File: config.mk
export PLATFORM = sky130hd
export DESIGN_NAME = resonant_svf_lowpass_core
export DESIGN_NICKNAME = d
export VERILOG_FILES = /design/src/rtl/core/svf_pkg.sv /design/src/rtl/core/svf_datapath.sv /design/src/rtl/core/svf_ctrl.sv /design/src/rtl/core/resonant_svf_lowpass_core.sv
export SDC_FILE = /design/constraint.sdc
export NUM_CORES = 2
export LEC_CHECK = 0
export ABC_AREA = 1
export BUFFER_PORTS_ARGS = -buffer_cell sky130_fd_sc_hd__buf_2
export CAP_MARGIN = 20
export CORE_MARGIN = 2
export CORE_UTILIZATION = 43
export DETAILED_ROUTE_END_ITERATION = 7
export GPL_ROUTABILITY_DRIVEN = 0
export SKIP_CTS_REPAIR_TIMING = 1
export SYNTH_ARGS = -nofsm -noshare
export SYNTH_HDL_FRONTEND = slang
export SYNTH_SLANG_ARGS = --single-unit
File: constraint.sdc
create_clock -name clk -period 10.16 [get_ports clk]
set_clock_uncertainty 0.1 [all_clocks]
set_input_delay 0.508 -clock clk [delete_from_list [all_inputs] [get_ports clk]]
set_output_delay 0.508 -clock clk [all_outputs]
set_load 0.005 [all_outputs]
File: src/rtl/core/svf_pkg.sv
// Shared types and constants for the resonant state variable low-pass filter.
`default_nettype none

package svf_pkg;

  localparam int SAMPLE_RATE_HZ = 44100;

  localparam int X_W     = 24;
  localparam int RATIO_W = 16;
  localparam int OUT_W   = 23;
  localparam int BASE_W  = 15;
  localparam int RES_W   = 16;
  localparam int CFG_IDX_W  = 2;
  localparam int CFG_DATA_W = 16;

  localparam int CUT_W  = 31;
  localparam int F_W    = 24;
  localparam int HP_W   = 25;
  localparam int BPN_W  = 27;
  localparam int LPN_W  = 28;
  localparam int DAMP_W = 17;
  localparam int PROD_W = 64;

  localparam int RATE_W      = $clog2(SAMPLE_RATE_HZ + 1);
  localparam int NUM_W       = RATE_W + F_W;
  // quotient estimate from the top bits of the numerator times a reciprocal,
  // low by at most one, then fixed with one compare
  localparam int NUM_TOP_W   = 31;
  localparam int RECIP_SHIFT = 33;

  localparam longint CUT_MAX_L = (longint'(SAMPLE_RATE_HZ) * 64'sd18432) / 64'sd5;
  localparam logic [CUT_W-1:0] CUTOFF_MAX = CUT_W'(CUT_MAX_L);
  localparam logic [CUT_W-1:0] CUTOFF_MIN = CUT_W'(163840);
  localparam logic [PROD_W-1:0] DIV_ROUND = PROD_W'(longint'(SAMPLE_RATE_HZ) <<< 18);
  localparam longint RECIP_L = (longint'(1) <<< (RECIP_SHIFT - NUM_TOP_W + NUM_W)) /
                               longint'(SAMPLE_RATE_HZ);
  localparam logic [31:0] RECIP = 32'(RECIP_L);
  localparam logic [31:0] RATE_OP = 32'(SAMPLE_RATE_HZ);
  localparam logic [NUM_W-1:0] RATE_NUM = NUM_W'(SAMPLE_RATE_HZ);
  localparam logic [31:0] TWO_PI_Q28 = 32'd1686629713;
  localparam logic [F_W-1:0] F_MIN = F_W'(419);
  localparam logic [RES_W-1:0] RES_MAX = RES_W'(64225);
  localparam logic [BASE_W-1:0] BASE_RESET = BASE_W'(440);
  localparam int STATE_LIMIT = 2621440;

  localparam logic [CFG_IDX_W-1:0] CFG_BASE_FREQ = CFG_IDX_W'(0);
  localparam logic [CFG_IDX_W-1:0] CFG_RESONANCE = CFG_IDX_W'(1);

  typedef enum logic [2:0] {
    MUL_CUT,
    MUL_TWOPI,
    MUL_DAMP,
    MUL_RECIP,
    MUL_QRATE,
    MUL_HP,
    MUL_BP
  } mul_sel_t;

  typedef enum logic [3:0] {
    ST_IDLE,
    ST_MUL_CUT,
    ST_CLAMP,
    ST_MUL_F,
    ST_LD_NUM,
    ST_MUL_RECIP,
    ST_MUL_Q,
    ST_FMIN,
    ST_MUL_HP,
    ST_BP,
    ST_MUL_BP,
    ST_COMMIT
  } svf_state_t;

  typedef struct packed {
    logic     load_in;
    logic     mul_en;
    mul_sel_t mul_sel;
    logic     ld_cut;
    logic     ld_num;
    logic     ld_q;
    logic     ld_hp;
    logic     ld_f;
    logic     ld_bp;
    logic     commit;
  } svf_cmd_t;

endpackage

`default_nettype wire

File: src/rtl/core/svf_datapath.sv
// Datapath: config registers, shared multiplier, cutoff scaling and filter states.
`default_nettype none

module svf_datapath (
  input  wire logic                             clk,
  input  wire logic                             rst,
  input  wire svf_pkg::svf_cmd_t                cmd,
  input  wire logic                             cfg_we,
  input  wire logic [svf_pkg::CFG_IDX_W-1:0]    cfg_index,
  input  wire logic [svf_pkg::CFG_DATA_W-1:0]   cfg_data,
  input  wire logic signed [svf_pkg::X_W-1:0]   sample_in,
  input  wire logic [svf_pkg::RATIO_W-1:0]      cutoff_ratio,
  output logic signed [svf_pkg::OUT_W-1:0]      lowpass_out
);
  import svf_pkg::*;

  logic [BASE_W-1:0]         base_freq;
  logic [RES_W-1:0]          resonance;
  logic signed [X_W-1:0]     x_reg;
  logic [RATIO_W-1:0]        ratio_reg;
  logic signed [PROD_W-1:0]  prod;
  logic [CUT_W-1:0]          cutoff;
  logic [NUM_W-1:0]          num;
  logic [F_W-1:0]            q_est;
  logic signed [HP_W-1:0]    hp;
  logic [F_W-1:0]            f_coef;
  logic signed [BPN_W-1:0]   bp_new;
  logic signed [X_W-1:0]     lp_state;
  logic signed [X_W-1:0]     bp_state;

  logic [DAMP_W-1:0]         damp;
  logic signed [31:0]        op_a;
  logic signed [31:0]        op_b;
  logic [PROD_W-1:0]         num_sum;
  logic [NUM_W-1:0]          num_full;
  logic [NUM_W-1:0]          rem_c;
  logic [F_W-1:0]            q_fix;
  logic signed [PROD_W-1:0]  damp_r;
  logic signed [PROD_W-1:0]  rnd22;
  logic signed [HP_W-1:0]    hp_next;
  logic signed [BPN_W-1:0]   bp_next;
  logic signed [LPN_W-1:0]   lp_next;
  logic signed [X_W-1:0]     bp_sat;
  logic signed [X_W-1:0]     lp_sat;
  logic [CUT_W-1:0]          cut_raw;

  function automatic logic signed [X_W-1:0] sat_state(input logic signed [LPN_W-1:0] v);
    logic signed [LPN_W-1:0] lim;
    lim = LPN_W'(STATE_LIMIT);
    if (v > lim) begin
      return X_W'(STATE_LIMIT);
    end else if (v < -lim) begin
      return X_W'(-STATE_LIMIT);
    end
    return v[X_W-1:0];
  endfunction

  assign damp = DAMP_W'(65536) - DAMP_W'((resonance > RES_MAX) ? RES_MAX : resonance);

  always_comb begin
    case (cmd.mul_sel)
      MUL_CUT: begin
        op_a = $signed({17'b0, base_freq});
        op_b = $signed({16'b0, ratio_reg});
      end
      MUL_TWOPI: begin
        op_a = $signed({1'b0, cutoff});
        op_b = $signed(TWO_PI_Q28);
      end
      MUL_DAMP: begin
        op_a = $signed({15'b0, damp});
        op_b = 32'(bp_state);
      end
      MUL_RECIP: begin
        op_a = $signed({1'b0, num[NUM_W-1 -: NUM_TOP_W]});
        op_b = $signed(RECIP);
      end
      MUL_QRATE: begin
        op_a = $signed({8'b0, prod[RECIP_SHIFT +: F_W]});
        op_b = $signed(RATE_OP);
      end
      MUL_HP: begin
        op_a = $signed({8'b0, f_coef});
        op_b = 32'(hp);
      end
      default: begin
        op_a = $signed({8'b0, f_coef});
        op_b = 32'(bp_new);
      end
    endcase
  end

  assign cut_raw  = prod[CUT_W-1:0];
  assign num_sum  = $unsigned(prod) + DIV_ROUND;
  assign num_full = num_sum[19 +: NUM_W];

  // remainder after the quotient estimate; one more rate means the estimate was low
  assign rem_c = num - prod[NUM_W-1:0];
  assign q_fix = q_est + F_W'(rem_c >= RATE_NUM);

  assign damp_r  = (prod + 64'sd32768) >>> 16;
  assign rnd22   = (prod + 64'sd2097152) >>> 22;
  assign hp_next = HP_W'(x_reg) - HP_W'(lp_state) - $signed(damp_r[HP_W-1:0]);
  assign bp_next = BPN_W'(bp_state) + $signed(rnd22[BPN_W-1:0]);
  assign lp_next = LPN_W'(lp_state) + $signed(rnd22[LPN_W-1:0]);
  assign bp_sat  = sat_state(LPN_W'(bp_new));
  assign lp_sat  = sat_state(lp_next);

  always_ff @(posedge clk) begin
    if (rst) begin
      base_freq <= BASE_RESET;
      resonance <= '0;
      lp_state  <= '0;
      bp_state  <= '0;
    end else begin
      if (cfg_we) begin
        unique case (cfg_index)
          CFG_BASE_FREQ: base_freq <= cfg_data[BASE_W-1:0];
          CFG_RESONANCE: resonance <= cfg_data[RES_W-1:0];
          default: ;
        endcase
      end
      if (cmd.commit) begin
        bp_state <= bp_sat;
        lp_state <= lp_sat;
      end
    end
  end

  always_ff @(posedge clk) begin
    if (cmd.load_in) begin
      x_reg     <= sample_in;
      ratio_reg <= cutoff_ratio;
    end
    if (cmd.mul_en) begin
      prod <= op_a * op_b;
    end
    if (cmd.ld_cut) begin
      if (cut_raw > CUTOFF_MAX) begin
        cutoff <= CUTOFF_MAX;
      end else if (cut_raw < CUTOFF_MIN) begin
        cutoff <= CUTOFF_MIN;
      end else begin
        cutoff <= cut_raw;
      end
    end
    if (cmd.ld_num) begin
      num <= num_full;
    end
    if (cmd.ld_q) begin
      q_est <= prod[RECIP_SHIFT +: F_W];
    end
    if (cmd.ld_hp) begin
      hp <= hp_next;
    end
    if (cmd.ld_f) begin
      f_coef <= (q_fix < F_MIN) ? F_MIN : q_fix;
    end
    if (cmd.ld_bp) begin
      bp_new <= bp_next;
    end
    if (cmd.commit) begin
      lowpass_out <= lp_sat[OUT_W-1:0];
    end
  end

endmodule

`default_nettype wire

File: src/rtl/core/svf_ctrl.sv
// Controller: sequences one sample through the datapath and owns the handshakes.
`default_nettype none

module svf_ctrl (
  input  wire logic              clk,
  input  wire logic              rst,
  input  wire logic              in_valid,
  output logic                   in_stall,
  output logic                   out_valid,
  input  wire logic              out_stall,
  output svf_pkg::svf_cmd_t      cmd
);
  import svf_pkg::*;

  svf_state_t             state;
  svf_state_t             state_next;
  logic                   slot_free;

  assign slot_free = !out_valid || !out_stall;
  assign in_stall  = (state != ST_IDLE);

  always_comb begin
    state_next = state;
    unique case (state)
      ST_IDLE:      if (in_valid) state_next = ST_MUL_CUT;
      ST_MUL_CUT:   state_next = ST_CLAMP;
      ST_CLAMP:     state_next = ST_MUL_F;
      ST_MUL_F:     state_next = ST_LD_NUM;
      ST_LD_NUM:    state_next = ST_MUL_RECIP;
      ST_MUL_RECIP: state_next = ST_MUL_Q;
      ST_MUL_Q:     state_next = ST_FMIN;
      ST_FMIN:      state_next = ST_MUL_HP;
      ST_MUL_HP:    state_next = ST_BP;
      ST_BP:        state_next = ST_MUL_BP;
      ST_MUL_BP:    state_next = ST_COMMIT;
      ST_COMMIT:    if (slot_free) state_next = ST_IDLE;
      default:      state_next = ST_IDLE;
    endcase
  end

  always_comb begin
    cmd = '0;
    cmd.mul_sel = MUL_CUT;
    unique case (state)
      ST_IDLE:     cmd.load_in = in_valid;
      ST_MUL_CUT: begin
        cmd.mul_en  = 1'b1;
        cmd.mul_sel = MUL_CUT;
      end
      ST_CLAMP:    cmd.ld_cut = 1'b1;
      ST_MUL_F: begin
        cmd.mul_en  = 1'b1;
        cmd.mul_sel = MUL_TWOPI;
      end
      ST_LD_NUM: begin
        cmd.ld_num  = 1'b1;
        cmd.mul_en  = 1'b1;
        cmd.mul_sel = MUL_DAMP;
      end
      ST_MUL_RECIP: begin
        cmd.ld_hp   = 1'b1;
        cmd.mul_en  = 1'b1;
        cmd.mul_sel = MUL_RECIP;
      end
      ST_MUL_Q: begin
        cmd.ld_q    = 1'b1;
        cmd.mul_en  = 1'b1;
        cmd.mul_sel = MUL_QRATE;
      end
      ST_FMIN:     cmd.ld_f = 1'b1;
      ST_MUL_HP: begin
        cmd.mul_en  = 1'b1;
        cmd.mul_sel = MUL_HP;
      end
      ST_BP:       cmd.ld_bp = 1'b1;
      ST_MUL_BP: begin
        cmd.mul_en  = 1'b1;
        cmd.mul_sel = MUL_BP;
      end
      ST_COMMIT:   cmd.commit = slot_free;
      default: ;
    endcase
  end

  always_ff @(posedge clk) begin
    if (rst) begin
      state     <= ST_IDLE;
      out_valid <= 1'b0;
    end else begin
      state <= state_next;
      if (cmd.commit) begin
        out_valid <= 1'b1;
      end else if (out_valid && !out_stall) begin
        out_valid <= 1'b0;
      end
    end
  end

endmodule

`default_nettype wire

File: src/rtl/core/resonant_svf_lowpass_core.sv
// Top level of the resonant state variable low-pass filter core.
// One request at a time: the input stalls until the result of the last one is committed.
// Each request runs seven products in sequence on the one shared 32x32 multiplier;
// the sample rate divide is a reciprocal product plus a fixup.
// A waiting result holds the next request in its last step, not at the input.
// Reset: synchronous; clears both filter states, base frequency to 440, resonance to 0.
`default_nettype none

module resonant_svf_lowpass_core (
  input  wire logic                              clk,
  input  wire logic                              rst,
  input  wire logic                              in_valid,
  output logic                                   in_stall,
  input  wire logic signed [svf_pkg::X_W-1:0]    sample_in,
  input  wire logic [svf_pkg::RATIO_W-1:0]       cutoff_ratio,
  output logic                                   out_valid,
  input  wire logic                              out_stall,
  output logic signed [svf_pkg::OUT_W-1:0]       lowpass_out,
  input  wire logic                              cfg_valid,
  output logic                                   cfg_ready,
  input  wire logic [svf_pkg::CFG_IDX_W-1:0]     cfg_index,
  input  wire logic [svf_pkg::CFG_DATA_W-1:0]    cfg_data
);
  import svf_pkg::*;

  svf_cmd_t cmd;

  assign cfg_ready = 1'b1;

  svf_ctrl u_ctrl (
    .clk       (clk),
    .rst       (rst),
    .in_valid  (in_valid),
    .in_stall  (in_stall),
    .out_valid (out_valid),
    .out_stall (out_stall),
    .cmd       (cmd)
  );

  svf_datapath u_dp (
    .clk          (clk),
    .rst          (rst),
    .cmd          (cmd),
    .cfg_we       (cfg_valid && cfg_ready),
    .cfg_index    (cfg_index),
    .cfg_data     (cfg_data),
    .sample_in    (sample_in),
    .cutoff_ratio (cutoff_ratio),
    .lowpass_out  (lowpass_out)
  );

endmodule

`default_nettype wire

* After elaboration in Yosys (flattened, before gate mapping) *
Index checks and enable logic that the tools add are counted.

operators by class
  reductions and logical operators = 13
  multiplexer cells = 28
  eq/ne operators = 19
  $mul = 1
  $lt $le $gt $ge = 9
  $add $sub $neg = 10

operators with widths
  kind                                                                                   count
  32-bit one-hot mux with 6 select lines                                                 1
  31-bit one-hot mux with 5 select lines                                                 1
  24-bit 2-to-1 mux                                                                      6
  59-bit by 34-bit adder with 59-bit output, second input constant                       1
  32-bit by 32-bit multiplier with 59-bit output                                         1
  50-bit by 23-bit adder with 50-bit output, second input constant                       1
  4-bit one-hot mux with 12 select lines                                                 1
  41-bit by 17-bit adder with 41-bit output, second input constant                       1
  40-bit by 16-bit greater-or-equal comparator with 1-bit output, second input constant  1
  40-bit subtractor                                                                      1
  31-bit by 28-bit > comparator with 1-bit output, second input constant                 1
  31-bit by 18-bit less-than comparator with 1-bit output, second input constant         1
  24-bit by 28-bit adder with 28-bit output                                              1
  28-bit by 23-bit > comparator with 1-bit output, second input constant                 1
  28-bit by 23-bit less-than comparator with 1-bit output, second input constant         1
  28-bit 2-to-1 mux                                                                      1
  4-bit one-hot mux with 7 select lines                                                  1
  24-bit by 27-bit adder with 27-bit output                                              1
  27-bit by 23-bit > comparator with 1-bit output, second input constant                 1
  27-bit by 23-bit less-than comparator with 1-bit output, second input constant         1
  24-bit by 24-bit subtractor with 25-bit output                                         1
  25-bit subtractor                                                                      1
  24-bit by 1-bit adder with 24-bit output                                               1
  24-bit by 9-bit less-than comparator with 1-bit output, second input constant          1
  25 further kinds                                                                       51

word-level totals
  word-level logic and storage cells = 97
  register bits = 377
  output and inout bits = 26
  input bits = 63

* Logic depth before layout (Yosys ltp) *
  depth in word-level cells = 6
  mapped depth = 50
  gate-level depth less buffers = 48

* By module *
A second synthesis with hierarchy kept.

unflattened totals
  cell total of the unflattened synthesis = 6430
  area, all modules = 54616.1 um^2

by module, submodules not included
  module                     instances  cells an instance  area each (um^2)
  svf_datapath               1          6375               54260.8
  svf_ctrl                   1          53                 344.1
  resonant_svf_lowpass_core  1          2                  11.3

* Worst setup path before layout *
Ideal clock, no wire load.

  kind = flip-flop to flip-flop
  start = register u_ctrl.state[2]
  end = register u_dp.prod[53], data pin
  required time = 9.801 ns
  path buffers = 2
  slack = 0.913 ns
  stages on the path, launching flop included = 41
  setup time = 0.259 ns
  arrival = 8.889 ns
  period minus slack after synthesis = 9.247 ns
  path through = dfxtp_1 inv_1 nor2_1 inv_1 nor2_1 inv_2 clkbuf_1 o211ai_1 a221oi_1 o21ai_1 nand2_2 buf_2 nor2_1 fa_1 fa_1 fa_1 inv_1 fa_1 [... 5 more ...] fa_1 inv_1 fa_1 inv_1 ha_1 a21oi_1 o21ai_0 a21oi_1 nand3_1 inv_1 o21ai_0 nand2_1 nand2_1 nand3_1 nand2_1 nand2_1 nand2_1 xor2_1

between the ends
  word-level cells in the longest chain between the ends = 5
  elaborated cells between the ends (all ways) = 17
  those cells by class = 1 x mul; 12 x eq/ne; 3 x mux; 1 x reduce/logical

RTL lines
  what                                                                                              RTL line             RTL
  start: declaration                                                                                svf_ctrl.sv:15       svf_state_t state;
  start signal: assignment                                                                          svf_ctrl.sv:90       state <= state_next;
  4-bit == test, or another cell as far along                                                       svf_ctrl.sv:44       unique case (state)
  4-bit one-hot mux with 7 select lines *                                                           svf_ctrl.sv:44
  3-bit == test, or another cell as far along                                                       svf_datapath.sv:61   case (cmd.mul_sel)
  32-bit one-hot mux with 6 select lines or 31-bit one-hot mux with 5 select lines (tied branches)  svf_datapath.sv:61
  32-bit by 32-bit multiplier with 59-bit output *                                                  svf_datapath.sv:136  prod <= op_a * op_b;
  end signal: assignment                                                                            svf_datapath.sv:136
  end: declaration                                                                                  svf_datapath.sv:21   logic signed [PROD_W-1:0] prod;

Every way passes the cells marked *; elsewhere a longest branch is shown, timed or not.
A chain may end at the register's enable or synchronous reset.

* Worst setup path after layout *
  start = register u_ctrl.state[2]
  end = register u_dp.prod[55], data pin

Same word-level chain as after synthesis.

==> out/results.txt <==
The tools report the launching point of the worst reg2reg path as u_ctrl.state[2]. TritonCTS created 42 clock buffers. Fraction of the cycle the final worst path needs: 0.959. The run gives 2 as the maximum level of the CTS H-tree. The run finished with clean final reports.

The final period demand of the worst path is 9750 ps. Dividing the detail-routed wire length by the instance count gives 22.2 µm. For the pin with the worst max-slew slack, the measured transition is 942 ps. Averaged over all synthesized cells, the footprint is 8.30 µm². The post-place setup slack was 211 ps; the number of synthesized register bits was 377. The maximum achievable frequency was 0.103 GHz. The tools report the initial antenna violation count as 6. Number of nets in the finished design: 8,267.

The worst slew slack as a fraction of its limit came out at 0.370. In this design, the stage delay of the slowest critical-path cell is 580 ps. The count of boundary I/O pins is 89, and the share of synthesized registers carrying an async set or reset is 0. The worst-case IR drop observed on VDD is 0.528 mV. The tools report the proportion of synthesized chip area in sequential cells as 0.188.

The first routing iteration left 4,616 violations. The clock insertion delay at the later pin of the skew report is 600 ps. The run gives 410 ps as the slack of the worst reg-to-reg path.

The first detailed-routing pass took 6 iterations. Number of flip-flops in the largest register: 59. In this run the core area contains 132 standard-cell rows.

The HPWL after detailed placement came out at 162,000 µm. The cell count after synthesis came out at 6,717. The cell taking the most area after synthesis is sky130_fd_sc_hd__fa_1. In the final layout, the registers with the most flip-flops are u_dp.prod x59, u_dp.num x40, u_dp.cutoff x31. The commonest register cell after synthesis was sky130_fd_sc_hd__edfxtp_1. In the post-synthesis netlist, the biggest area contributors are sky130_fd_sc_hd__fa_1, sky130_fd_sc_hd__edfxtp_1, sky130_fd_sc_hd__inv_1.

The path class of the tightest hold or removal check is in2reg. Summed over all layers, the global routing overflow is 0. The logs give 46.7k for the number of global-route vias before repair and 46.5k for the overall via count from detail_route. The proportion of netlist area held by the largest area contributor works out to 0.320. The tools report the worst flop-to-flop path endpoint as u_dp.prod[55]. Entering global routing, the biggest net connects 72 pins. Yosys mapped a number of flops with a built-in enable equal to 293.

The floorplan step defined a die boundary enclosing 133,000 µm². STA classifies the critical path startpoint as a register. The tree built by TritonCTS fans out to 377 sinks.

The startpoint identified for the worst hold timing path is sample_in[20]. In the post-route analysis, the smallest setup slack over all paths is 412 ps. After detailed placement, the design holds a cell count of 8,580. For the worst-case clock buffer depth, the log shows 3. The tools report the cell area after synthesis as 55,800 µm². In this run the static leakage power is 30.4 nW.

Element type at the critical path end: a register. The first global-routing pass estimated 291,000 µm of wire. The number of cells traversed by the worst hold path works out to 1. Yosys instantiated no cell more often than sky130_fd_sc_hd__inv_1. For the number of pins exceeding their max-slew limit in the final report, the log shows 0. The tools report the sink of the worst hold path as u_dp.x_reg[20].

The area inside the core boundary came out at 129,000 µm². The cell sitting at the root of the clock tree is a sky130_fd_sc_hd__clkbuf_16. Compared with the post-synthesis result, the final layout area differs by 9.65%. The logs give 0.296 for the aggregate global-route resource usage and 0 for the number of design rule violations left after detail routing. Data arrives at the worst endpoint at 9980 ps. The largest driver fanout on the critical path is 27, and the combined buffer and inverter count along the critical path is 12. After clock tree synthesis, the clock-pin slew on the worst setup and hold paths is 60 ps. Sorting the synthesized cells by how often they occur yields sky130_fd_sc_hd__inv_1, sky130_fd_sc_hd__nand2_1, sky130_fd_sc_hd__fa_1.

Dividing total power by cell area gives a power density of 311 nW/µm². The final count of hold timing violations came out at 0. The run gives 0.432 as the starting utilization of the core area.

The routed design has 194,000 µm of wire. The register with the most flip-flops in the final layout is u_dp.prod. In the routed layout, each cell is associated on average with a via count of 5.35. The final setup violation count was 0; the vertical extent of the die was 364 µm. The proportion of layout cells with a drive suffix above 1 was 0.0667.

The setup path with the least slack is of type reg2reg. Counting distinct cell types in the post-synthesis netlist gives 69. The x dimension of the die is 364 µm. TritonCTS built the clock tree. For the final routed database, the setup TNS stands at 0 ps.

The worst reg2reg path depth came out at 37. The count of buffers added on input and output ports is 87. The tools report the endpoint required time on the critical path as 10,400 ps. The count of nets left with antenna violations once routing finished came out at 0. The slowest stage of the critical path belongs to the cell sky130_fd_sc_hd__fa_1. The tool flagged a number of max-cap violations equal to 0.

Excluding fillers, the count of instances in the completed layout stands at 8,707. The dominant delay contributor by cell family on the critical path is adder cells. Yosys printed 0 warnings.
[report_power, final]
part           switching, W  total, W  internal (W)
combinational       0.00999    0.0148       0.00478
sequential         0.000235   0.00261       0.00237
clock              0.000686   0.00164      0.000950
[metrics by stage]
stage,total power [W],utilization,area [µm²],hold slack (ps)
2_1_floorplan,0.0120,-,56000,321
3_3_place_gp,0.0169,0.458,59100,357
3_5_place_dp,0.0170,0.458,59100,366
4_1_cts,0.0188,0.469,60600,-46.3
5_1_grt,0.0205,0.473,61100,1.82
6_report,0.0190,0.473,61100,16.9
[how the worst max path moves through the flow]
| stage | from | endpoint | slack [ps] | cells after the start |
|---|---|---|---|---|
| 2_1_floorplan | u_ctrl.state[2] | u_dp.prod[53] | 910 | 40 |
| 3_3_place_gp | u_dp.resonance[12] | u_dp.prod[56] | 360 | 39 |
| 3_5_place_dp | u_dp.resonance[12] | u_dp.prod[56] | 210 | 39 |
| 4_1_cts | u_dp.resonance[12] | u_dp.prod[56] | 200 | 39 |
| 5_1_grt | u_dp.resonance[1] | u_dp.prod[55] | -2 | 41 |
| 6_report | u_ctrl.state[2] | u_dp.prod[55] | 410 | 37 |
[per-layer routing]
metal	share of wire	GRT usage	wire length, µm
met2	0.45	0.466	86900
met5	0.000041	0	8
met4	0.056	0.134	10800
met3	0.095	0.0515	18400
met1	0.40	0.398	77600
[logic make-up (layout without fill, tap and decap cells)]
logic type                 count (synthesis)  after routing  synth area share
adders and majority gates               1277           1277             0.406
and+or+nand+nor                         2338           2338             0.175
buffers and inverters                   1855           2042             0.127
xor gates and xnor gates                 238            238            0.0374
other                                      2             63          0.000135
AOI/OAI and AO/OA                        630            630            0.0658
DFF                                      377            377             0.188
[worst register-to-register path: cells and delay by family, from the launching register on]
family / cells / cell delay, ps
adders and majority gates: 9 / 4580
buffers and inverters: 12 / 1780
DFF: 1 / 390
AOI/OAI and AO/OA: 3 / 340
xor gates and xnor gates: 1 / 150
and+or+nand+nor: 12 / 2130
[area by class of cell]
cell class | count | area, µm²
fill | 12700 | 68000
multi-input combinational | 4542 | 38600
sequential | 377 | 10500
inverter | 1678 | 6310
tap | 1742 | 2180
timing repair buffer | 286 | 2100
clock buffer | 48 | 1110
clock inverter | 30 | 335
antenna | 4 | 10.0
[placed cells by master (no fill, tap or decap), drive strengths merged, types with 5 or more instances in the layout]
| master | netlist | final |
|---|---|---|
| ha | 387 | 387 |
| a21oi | 288 | 288 |
| xor2 | 187 | 187 |
| nand2 | 1145 | 1145 |
| inv | 1667 | 1671 |
| clkinv | 11 | 25 |
| a21boi | 5 | 5 |
| or2 | 13 | 13 |
| conb | 2 | 59 |
| o21a | 15 | 15 |
| nor3 | 46 | 46 |
| a21o | 12 | 12 |
| o22ai | 5 | 5 |
| nor4 | 25 | 25 |
| clkbuf | 105 | 48 |
| bufinv | 0 | 6 |
| nor2 | 738 | 738 |
| and2 | 8 | 8 |
| buf | 72 | 247 |
| dfxtp | 84 | 84 |
| fa | 890 | 890 |
| nand4 | 59 | 59 |
| a31oi | 24 | 24 |
| edfxtp | 293 | 293 |
| nand3b | 10 | 10 |
| clkinvlp | 0 | 6 |
| a221oi | 12 | 12 |
| nand3 | 290 | 290 |
| o21bai | 18 | 18 |
| o211ai | 13 | 13 |
| xnor2 | 51 | 51 |
| a211oi | 8 | 8 |
| o2111ai | 11 | 11 |
| dlygate4sd3 | 0 | 39 |
| o21ai | 199 | 199 |
No activity file was read; power rests on OpenSTA's default activity.
